$ cat src/design/closest_point_on_segment_unit_macros.svh
// ----------------------------------------------------------------------------
// Closest point on segment - assertion macros
// Shared property wrappers for the concurrent checks of the unit.
// ----------------------------------------------------------------------------
`ifndef CLOSEST_POINT_ON_SEGMENT_UNIT_MACROS_SVH
`define CLOSEST_POINT_ON_SEGMENT_UNIT_MACROS_SVH

// Same-cycle implication, disabled while reset is low.
`define CPS_ASSERT_IMP(lbl, clk, rst_n, ante, cons) \
    lbl: assert property (@(posedge clk) disable iff (!(rst_n)) (ante) |-> (cons)) \
        else $error("closest point on segment: assertion failed");

// Next-cycle implication, disabled while reset is low.
`define CPS_ASSERT_NXT(lbl, clk, rst_n, ante, cons) \
    lbl: assert property (@(posedge clk) disable iff (!(rst_n)) (ante) |=> (cons)) \
        else $error("closest point on segment: assertion failed");

`endif

$ cat src/design/cps_pkg.sv
`default_nettype none
// ----------------------------------------------------------------------------
// Closest point on segment - package
// Widths, payload structs, codes and the divider cell transaction type.
// ----------------------------------------------------------------------------
package cps_pkg;

    localparam int CW   = 32;           // coordinate width
    localparam int QW   = CW + 2;       // quotient bits, one divider cell each
    localparam int DW   = 2 * CW + 3;   // divisor and remainder width
    localparam int NW   = DW + QW;      // dividend width
    localparam int PW   = 2 * CW + 2;   // signed 33x33 product width
    localparam int SW   = PW + 1;       // sum of two products
    localparam int DOTW = 2 * CW + 1;   // interior dot magnitude width
    localparam int FRONT_STAGES = 5;
    localparam int LAT  = FRONT_STAGES + QW + 1;

    typedef logic signed [CW-1:0] t_coord;

    typedef enum logic [1:0] {
        REG_INTERIOR = 2'd0,
        REG_START    = 2'd1,
        REG_END      = 2'd2
    } t_region;

    typedef enum logic [1:0] {
        CFG_START_X = 2'd0,
        CFG_START_Y = 2'd1,
        CFG_END_X   = 2'd2,
        CFG_END_Y   = 2'd3
    } t_cfg_idx;

    typedef struct packed {
        t_coord query_x;
        t_coord query_y;
    } t_in;

    typedef struct packed {
        t_coord  near_x;
        t_coord  near_y;
        t_region region;
    } t_out;

    typedef struct packed {
        logic          valid;
        t_region       region;
        logic          neg_x;
        logic          neg_y;
        logic [DW-1:0] den;
        logic [DW-1:0] rem_x;
        logic [DW-1:0] rem_y;
        logic [QW-1:0] acc_x;
        logic [QW-1:0] acc_y;
    } t_div;

endpackage
`default_nettype wire

$ cat src/design/cps_cell.sv
`default_nettype none
// ----------------------------------------------------------------------------
// Closest point on segment - divider cell
// One restoring division step for both axes; hands its result to the next cell.
// ----------------------------------------------------------------------------
module cps_cell (
    input  wire           i_clk,
    input  wire           i_rst_n,
    input  cps_pkg::t_div i_div,
    output cps_pkg::t_div o_div
);
    import cps_pkg::*;

    t_div        r_div;
    t_div        n_div;
    logic [DW:0] w_sh_x;
    logic [DW:0] w_sh_y;
    logic        w_ge_x;
    logic        w_ge_y;
    logic [DW:0] w_sub_x;
    logic [DW:0] w_sub_y;

    always_comb begin
        w_sh_x  = {i_div.rem_x, i_div.acc_x[QW-1]};
        w_sh_y  = {i_div.rem_y, i_div.acc_y[QW-1]};
        w_ge_x  = w_sh_x >= {1'b0, i_div.den};
        w_ge_y  = w_sh_y >= {1'b0, i_div.den};
        w_sub_x = w_sh_x - {1'b0, i_div.den};
        w_sub_y = w_sh_y - {1'b0, i_div.den};
        n_div       = i_div;
        // remainder stays below the divisor, so the top bit drops
        n_div.rem_x = w_ge_x ? w_sub_x[DW-1:0] : w_sh_x[DW-1:0];
        n_div.rem_y = w_ge_y ? w_sub_y[DW-1:0] : w_sh_y[DW-1:0];
        n_div.acc_x = {i_div.acc_x[QW-2:0], w_ge_x};
        n_div.acc_y = {i_div.acc_y[QW-2:0], w_ge_y};
    end

    always_ff @(posedge i_clk) begin
        r_div <= n_div;
        if (!i_rst_n) begin
            r_div.valid <= 1'b0;
        end
    end

    assign o_div = r_div;

endmodule
`default_nettype wire

$ cat config.mk
export PLATFORM = sky130hd
export DESIGN_NAME = cps_cell
export DESIGN_NICKNAME = d
export VERILOG_FILES = /design/src/design/closest_point_on_segment_unit_macros.svh /design/src/design/cps_pkg.sv /design/src/design/cps_cell.sv
export SDC_FILE = /design/constraint.sdc
export NUM_CORES = 1
export LEC_CHECK = 0
export BUFFER_PORTS_ARGS = -buffer_cell sky130_fd_sc_hd__buf_2
export CORE_AREA = 2 2 214 216
export DETAILED_ROUTE_END_ITERATION = 12
export DIE_AREA = 0 0 216 218
export SETUP_SLACK_MARGIN = 0.1
export SLEW_MARGIN = 20
export SYNTH_ARGS = -nofsm -noshare
export SYNTH_HDL_FRONTEND = slang
export SYNTH_SLANG_ARGS = --single-unit
export TNS_END_PERCENT = 1
$ cat constraint.sdc
create_clock -name i_clk -period 9.85 [get_ports i_clk]
set_clock_uncertainty 0.1 [all_clocks]
set_input_delay 1.97 -clock i_clk [delete_from_list [all_inputs] [get_ports i_clk]]
set_output_delay 1.97 -clock i_clk [all_outputs]
set_load 0.01 [all_outputs]
* Yosys cells after proc, flatten, opt, wreduce, memory -nomap -nowiden
Cells that the tools add are included.
** Cells by class
- Add/subtract/negate cells :: 2
- $lt $le $gt $ge :: 2
- Multiplexer cells :: 2
** Operator list (count)
- $ge A68 B67 Y1 :: 2
- $mux W67 :: 2
- $sub A67 B67 Y67 :: 2
** Storage, ports and cells
- Flip-flop bits (word level) :: 274
- Output and inout port bits :: 274

* Logic depth before layout (Yosys ltp)
Gate-level depths: netlist (run 1).
- Word-level depth :: 2
- Gate-level depth with buffers :: 17
- Gate-level depth less buffers :: 15

* Worst setup path before layout (run 1)
Ideal clock, no wire load.
- Path type :: input port to flip-flop
- From :: input port i_div[67] (netlist bit)
- To :: register r_div (netlist bit o_div[191])
- Setup time :: 0.128 ns
- Arrival :: 4.837 ns
- Data required time :: 9.622 ns
- Path slack :: 4.785 ns
- Cell stages on the path :: 15
- Path buffers :: 0
- Cell sequence :: inv_1 ha_1 inv_1 fa_1 a211oi_1 o21bai_1 a21o_1 a221o_1 a211o_1 a31o_2 a21bo_2 a31o_2 a21oi_1 xor2_1 o21ai_0
** RTL lines
- from (decl) :: RTL line cps_cell.sv:9 : input cps_pkg::t_div i_div,
- to (signal assigned) :: RTL line cps_cell.sv:39 : r_div <= n_div;
- to (decl) :: RTL line cps_cell.sv:14 : t_div r_div;

==> impl_metrics.yaml, run 1 <==
run_status:
  outcome: "complete, no violations"
setup_path:
  critical-path-max-stage-delay_ps: 480
  path_common_cell: "a21oi_1"
  crit_type: "input port to flip-flop"
  cp_cell_sequence: "buf_2 > inv_1 > ha_1 > inv_1 > fa_1 > a21oi_1 > o211ai_1 > a21oi_1 > nand2_1 > a221oi_4 > o311ai_1 > o31ai_1 > a21oi_1 > nor4_4 > buf_12 > mux2_2"
  cpMaxStageDelayCell: "a221oi_4"
  crit_required_ps: 10220
  start_kind: "input port"
  critPathMaxFanout: 132
  cp.arrival_ps: 6230
  end_kind: "flip-flop"
hold_path:
  worstHoldPathType: "input port to flip-flop"
  min_to: "o_div[29]$_DFF_P_"
  whs_path_depth: 1
  hp-start: "i_div[28]"
finish:
  largest_register_ffs: 274
  nFillCells: 4618
  area_growth_pct: 27.4
  multi_input_area_um2: 8830
  seq_area_um2: 5490
  drive_gt1_frac: 0.270
  nNetsFinal: 2735
  fin_area_um2: 19400
sta:
  fin_crit_ps: 5860
  timing.final.ws_setup_ps: 3990
  setup_violations: 0
  relSlewSlack: 0.423
  rsz0062_at_grt: "no"
  finalMaxSlewViolations: 0
  worst_pin_slew_ps: 852
  fmax_mhz: 171
  min_period_over_period: 0.595
  final.setup.tns_ps: 0
  hold_violations: 0
place:
  place_area_um2: 18200
  pre_cts_ws_ps: 3400
  place_congestion: 0.911
  hpwl_um: 48200
  io_buffers: 549
synth:
  synth_top_area_frac: 0.360
  synth_nets: 2244
  ys_top_cells_by_area: "dfxtp_1, ha_1, o21ai_0, nand2_1, a21oi_1"
  synth-main-ff-cell: "dfxtp_1"
  synth_most_common_cell: "dfxtp_1"
  seq_area_frac_synth: 0.360
  yosys_warnings: 0
  synth_edf_count: 0
  ys_ff_latch: 274
  syn_area_per_cell_um2: 8.31
  synth_common_cells: "dfxtp_1, nand2_1, o21ai_0"
  synthArstFlopShare: 0
  synth_area_um2: 15200
  post_synth_num_cell_types: 75
  synthCells: 1832
  yosys.area.top_type: "dfxtp_1"
power_and_ir_drop:
  power.leakage_nw: 9.44
  vdd.ir_drop.worst_uv: 167
  power.density_nw_per_um2: 188
  finalPower_mw: 3.64
die:
  fp.dieW_um: 216
  core-area_um2: 44900
  ios: 550
  fp.dieH_um: 218
  dieArea_um2: 47100
  initial_core_util: 0.339
  row_count: 78
clocking:
  cts_hold_buffers: 0
  cts-resized-gates: 0
  clk_pin_slew_ps: 70
  cts_max_level: 1
  cts_tree: "done"
  postCtsSetupRepairBufs: 0
  clock-sinks: 274
  cts-buffers-inserted: 31
  cts_max_path_buffers: 3
  cts_root_buffer: "clkbuf_16"
global_routing:
  grtUsageMet2: 0.411
  grt_max_degree: 133
  grt.total_usage: 0.230
  grt_pass1_vias: 14700
  grt_use_met1: 0.268
  grt_remaining_overflow: 0
  busiest_layer: "met2"
  grt_use_met3: 0.0452
  antenna_found_initial: 17
  grt_pass1_wl_um: 83800
routing:
  vias: 15000
  wl_per_cell_um: 19.4
  viasPerCell: 5.09
  drt-initial-drc-count: 794
  antenna_left: 0
  drc: 0
  drt_pass1_iterations: 5
  wl_um: 57400
run:
  drv_cap: 0
==> cell usage in the layout, fill, tap and decap left out, drive strengths merged, types with 18 or more instances in the layout <==
cell,instances
a21o,88
clkbuf,39
o21bai,34
o21ai,214
nand2,236
xnor2,68
a31oi,20
nor2,78
nor3,18
nand3,29
dfxtp,274
ha,134
buf,551
xor2,57
inv,110
nand4,49
a21oi,162
==> per-layer routing <==
metal	vias up	share of wire
met5	-	0.0018
met2	594	0.49
met1	6852	0.40
li1	7455	-
met3	123	0.068
met4	16	0.041
==> per-stage QoR <==
step	cells	hold slack (ps)	utilization
floorplan	1832	1900	-
global placement	2890	1970	0.406
detailed placement	2890	1970	0.406
CTS	2948	1350	0.432
global route	2952	1350	0.432
finish	2954	1380	0.432
==> critical path: cells and delay by family <==
family	cells	cell delay [ps]
AO/OA/AOI/OAI	7	2050
buffers and inverters	4	610
adder cells (fa/ha/maj)	2	570
AND/OR/NAND/NOR	2	450
multiplexers	1	400
==> kinds of logic (layout without fill, tap and decap cells) <==
logic type	after synthesis	count (layout)	share of synthesized area
adder cells (fa/ha/maj)	136	136	0.113
XOR/XNOR	125	125	0.0719
multiplexers	5	5	0.00362
flip-flops	274	274	0.360
other	0	6	0
AND/OR/NAND/NOR	476	476	0.144
buffers and inverters	200	716	0.0601
AO/OA/AOI/OAI	616	616	0.248
==> power breakdown <==
group | switching (mW) | internal, mW
logic | 0.637 | 0.411
clock network | 0.497 | 0.776
registers | 0.0507 | 1.27
==> worst max path at each step <==
stage	from	endpoint	slack (ps)
after floorplan	i_div[67]	o_div[191]$_DFF_P_	4780
after global placement	i_div[33]	o_div[86]$_DFF_P_	3440
after detailed placement	i_div[33]	o_div[86]$_DFF_P_	3400
after CTS	i_div[33]	o_div[86]$_DFF_P_	4010
after global routing	i_div[33]	o_div[86]$_DFF_P_	3700
final	i_div[33]	o_div[86]$_DFF_P_	3990
==> area by class of cell <==
type | instances | area share
repair buffers | 551 | 0.143
inverters | 107 | 0.0207
flip-flops and latches | 274 | 0.283
diodes | 6 | 0.000774
multi-input cells | 1358 | 0.455
clock buffers | 39 | 0.0441
clock inverters | 19 | 0.0146
well taps | 600 | 0.0387
No activity file was read; power rests on OpenSTA's default activity.
==> inputs of run 2 (changes only) <==
==> constraint.sdc (replaced) <==
create_clock -name i_clk -period 4.8 [get_ports i_clk]
set_clock_uncertainty 0.1 [all_clocks]
set_input_delay 0.96 -clock i_clk [delete_from_list [all_inputs] [get_ports i_clk]]
set_output_delay 0.96 -clock i_clk [all_outputs]
set_load 0.01 [all_outputs]
==> impl_metrics.yaml, run 2 (synthesized netlist as in run 1, its figures left out) <==
finish:
  nNetsFinal: 2781
  area_growth_pct: 29.3
  final_cells: 3006
  nFillCells: 4582
  largest_register_ffs: 274
  drive_gt1_frac: 0.283
  final_common_cell: "buf_2"
  layout_common_cells: "buf_2, dfxtp_1, nand2_1"
global_routing:
  grt_remaining_overflow: 0
  grt_pass1_vias: 14900
  grt_pass1_wl_um: 85300
  grt.total_usage: 0.235
  grt_max_degree: 73
  antenna_found_initial: 17
clocking:
  cts_max_level: 2
  cts-resized-gates: 0
  cts-buffers-inserted: 34
  cts_hold_buffers: 0
  postCtsSetupRepairBufs: 0
  clock-sinks: 274
  cts_tree: "done"
  clk_pin_slew_ps: 70
  cts_root_buffer: "clkbuf_16"
  cts_max_path_buffers: 3
power_and_ir_drop:
  vdd.ir_drop.worst_uv: 260
  power.leakage_nw: 9.62
  combinationalPowerShare: 0.301
  p_int_mw: 4.91
  finalPower_mw: 7.38
  sw_frac_of_total: 0.335
  switchingPower_mw: 2.47
  power.density_nw_per_um2: 375
  p_seq_frac: 0.365
  clockPowerShare: 0.333
sta:
  min_period_over_period: 0.906
  finalMaxSlewViolations: 0
  fmax_mhz: 230
  hold_violations: 0
  setup_violations: 0
  timing.final.ws_setup_ps: 453
  fin_crit_ps: 4350
  rsz0062_at_grt: "no"
  final.setup.tns_ps: 0
  worst_pin_slew_ps: 770
  relSlewSlack: 0.478
routing:
  drc: 0
  drt_pass1_iterations: 4
  viasPerCell: 5.10
  wl_per_cell_um: 19.3
  drt-initial-drc-count: 863
  wl_um: 58000
  antenna_left: 0
  vias: 15300
run:
  drv_cap: 0
place:
  io_buffers: 549
  dp_cells: 2933
  place_congestion: 0.916
  pre_cts_ws_ps: -281
  hpwl_um: 48900
setup_path:
  end_kind: "flip-flop"
  start_kind: "input port"
  crit_family: "compound AO/OA/AOI/OAI gates"
  path_buf_inv: 4
  crit_required_ps: 5140
  crit_type: "input port to flip-flop"
  cpMaxStageDelayCell: "fa_1"
  cp.arrival_ps: 4680
  cp_cell_sequence: "buf_2 > inv_1 > ha_1 > inv_1 > fa_1 > a21oi_1 > o211ai_1 > a21oi_2 > nand2_1 > a221oi_4 > o311ai_1 > o31ai_1 > a21oi_1 > nor4_4 > buf_12 > mux2_2"
  critPathMaxFanout: 72
  critical-path-max-stage-delay_ps: 420
die:
  initial_core_util: 0.339
  fp.dieH_um: 218
  ios: 550
  row_count: 78
  fp.dieW_um: 216
  dieArea_um2: 47100
  core-area_um2: 44900
run_status:
  outcome: "complete, no violations"
hold_path:
  worstHoldPathType: "input port to flip-flop"
## run 2: final timing paths
check | to | depth (start not counted) | start | slack, ps
worst max-delay path | o_div[86]$_DFF_P_ | 16 | i_div[33] | 450
worst min-delay path | o_div[27]$_DFF_P_ | 1 | i_div[26] | 410
## run 2: per-layer routing
metal,track usage,share of wire
met3,0.0442,0.066
met1,0.275,0.40
met4,0.0740,0.030
met5,0,0.00074
met2,0.433,0.50
## run 2: metrics by stage
| step | utilization | hold slack (ps) | instance area, µm² |
|---|---|---|---|
| global route | 0.438 | 377 | 19700 |
| CTS | 0.438 | 369 | 19600 |
| global placement | 0.414 | 963 | 18600 |
| floorplan | - | 888 | 15200 |
| detailed placement | 0.414 | 964 | 18600 |
| finish | 0.438 | 405 | 19700 |
## run 2: layout make-up
type                       instances  area [µm²]  area share
sequential                       274        5490       0.279
antenna                           11        27.5     0.00140
multi-input combinational       1358        8830       0.449
tap                              600         751      0.0382
timing repair buffer             594        3120       0.159
clock buffer                      45         912      0.0464
clock inverter                    17         145     0.00738
inverter                         107         402      0.0204
## run 2: power by group through the flow
stage	logic (mW)	clock network, mW	registers [mW]
2_1_floorplan	1.15	0	2.91
3_3_place_gp	2.21	0	2.75
3_5_place_dp	2.22	0	2.75
4_1_cts	2.23	2.54	2.70
5_1_grt	2.44	2.63	2.73
6_report	2.23	2.46	2.70
==> inputs of run 3 (changes only) <==
--- a/config.mk
+++ b/config.mk
@@ -14,4 +14,3 @@
 export SYNTH_ARGS = -nofsm -noshare
 export SYNTH_HDL_FRONTEND = slang
 export SYNTH_SLANG_ARGS = --single-unit
-export TNS_END_PERCENT = 1
==> constraint.sdc (replaced) <==
create_clock -name i_clk -period 4.8 [get_ports i_clk]
set_clock_uncertainty 0.1 [all_clocks]
set_input_delay 0.24 -clock i_clk [delete_from_list [all_inputs] [get_ports i_clk]]
set_output_delay 0.24 -clock i_clk [all_outputs]
set_load 0.01 [all_outputs]
==> impl_metrics.yaml, run 3 (synthesized netlist as in run 1, its figures left out) <==
place:
  hpwl_um: 48500
  io_buffers: 549
  dp_cells: 2902
  place_congestion: 0.909
finish:
  seq_area_um2: 5490
  drive_gt1_frac: 0.246
  layout_common_cells: "buf_2, dlygate4sd3_1, dfxtp_1"
  final_cells: 3236
  nNetsFinal: 3021
  nFillCells: 4290
  multi_input_area_um2: 8840
  largest_register_ffs: 274
  final_common_cell: "buf_2"
  area_growth_pct: 46.0
setup_path:
  cpMaxStageDelayCell: "dlygate4sd3_1"
  critPathMaxFanout: 57
  end_kind: "flip-flop"
  crit_family: "compound AO/OA/AOI/OAI gates"
  crit_type: "input port to flip-flop"
  critical-path-max-stage-delay_ps: 540
  cp.arrival_ps: 4590
  cp_cell_sequence: "dlygate4sd3_1 > buf_2 > inv_1 > ha_1 > inv_1 > fa_1 > a21oi_2 > o211ai_1 > a21oi_2 > nand2_1 > a221oi_4 > o311ai_1 > o31ai_1 > a21oi_1 > nor4_4 > buf_12 > mux2_2"
  start_kind: "input port"
  path_buf_inv: 5
  crit_required_ps: 5180
routing:
  viasPerCell: 5.00
  antenna_left: 0
  drt-initial-drc-count: 882
  wl_um: 61500
  vias: 16200
  met2RoutedLength_um: 31400
  drc: 0
  met1_length_um: 24600
  highest_layer: "met5"
  wl_per_cell_um: 19.0
  drt_pass1_iterations: 6
  wl_met3_um: 3540
clocking:
  cts_max_level: 1
  clk_pin_slew_ps: 60
  cts_max_path_buffers: 3
  postCtsSetupRepairBufs: 0
  cts-buffers-inserted: 31
  cts_root_buffer: "clkbuf_16"
  cts_tree: "done"
  clock-sinks: 274
hold_path:
  worstHoldPathType: "input port to flip-flop"
sta:
  fin_crit_ps: 4210
  timing.hold.ws_ps: 179
  min_period_over_period: 0.878
  worst_pin_slew_ps: 846
  setup_violations: 0
  final.setup.tns_ps: 0
  finalMaxSlewViolations: 0
  hold_violations: 0
  relSlewSlack: 0.427
  rsz0062_at_grt: "no"
  fmax_mhz: 237
run_status:
  outcome: "complete, no violations"
power_and_ir_drop:
  power.density_nw_per_um2: 343
  power.leakage_nw: 10.6
  vdd.ir_drop.worst_uv: 309
die:
  row_count: 78
  initial_core_util: 0.339
  fp.dieH_um: 218
  fp.dieW_um: 216
  core-area_um2: 44900
  ios: 550
  dieArea_um2: 47100
global_routing:
  grt_pass1_vias: 16200
  grt_remaining_overflow: 0
  grt_max_degree: 58
  grt.total_usage: 0.248
  grt_pass1_wl_um: 91700
  antenna_found_initial: 7
run:
  drv_cap: 0
[run 3: cell types whose count changed in the layout (fill, tap and decap cells not counted), moves of 2 or more]
cell and change:
diode_2 -5, clkbuf_8 +6, clkbuf_1 -7, clkinv_4 +2
dlygate4sd3_1 +274, clkbuf_16 -3, buf_4 -32, clkinv_2 -5
bufinv_16 +3, inv_6 -3
[run 3: area by class of cell]
class | count | share of cell area
inverters | 107 | 0.0181
multi-input cells | 1358 | 0.398
diodes | 6 | 0.000676
clock inverters | 13 | 0.00889
clock buffers | 41 | 0.0402
repair buffers | 837 | 0.254
flip-flops and latches | 274 | 0.247
well taps | 600 | 0.0338
[run 3: stage by stage]
| step | worst slack (ps) | power (mW) | util | cell area, µm² |
|---|---|---|---|---|
| after global routing | 200 | 8.03 | 0.495 | 22200 |
| after floorplan | 1460 | 4.05 | - | 15200 |
| after detailed placement | 264 | 4.93 | 0.409 | 18400 |
| after global placement | 295 | 4.93 | 0.409 | 18400 |
| after CTS | 327 | 7.68 | 0.495 | 22200 |
| final | 586 | 7.62 | 0.495 | 22200 |
[run 3: routing by layer]
metal / vias up / GRT usage
met4: 2 / 0.0813
met5: - / 0
met1: 7485 / 0.287
met3: 95 / 0.0350
met2: 568 / 0.468
li1: 8018 / -
[run 3: final timing paths]
kind / slack, ps / endpoint / startpoint / cells after the start
setup / recovery: 590 / o_div[86]$_DFF_P_ / i_div[33] / 17
hold / removal: 180 / o_div[53]$_DFF_P_ / i_div[52] / 2
[run 3: timing repair]
item | CTS | global route
hold endpoints to repair | 273 | 0
gates resized for setup | 0 | 2
hold buffers | 274 | 0
endpoints found under the setup margin | 0 | 25
[run 3: report_power, final]
part,internal (mW),switching (mW)
Combinational,1.01,1.37
Clock,1.52,1.01
Sequential,2.60,0.103
Total,5.14,2.49
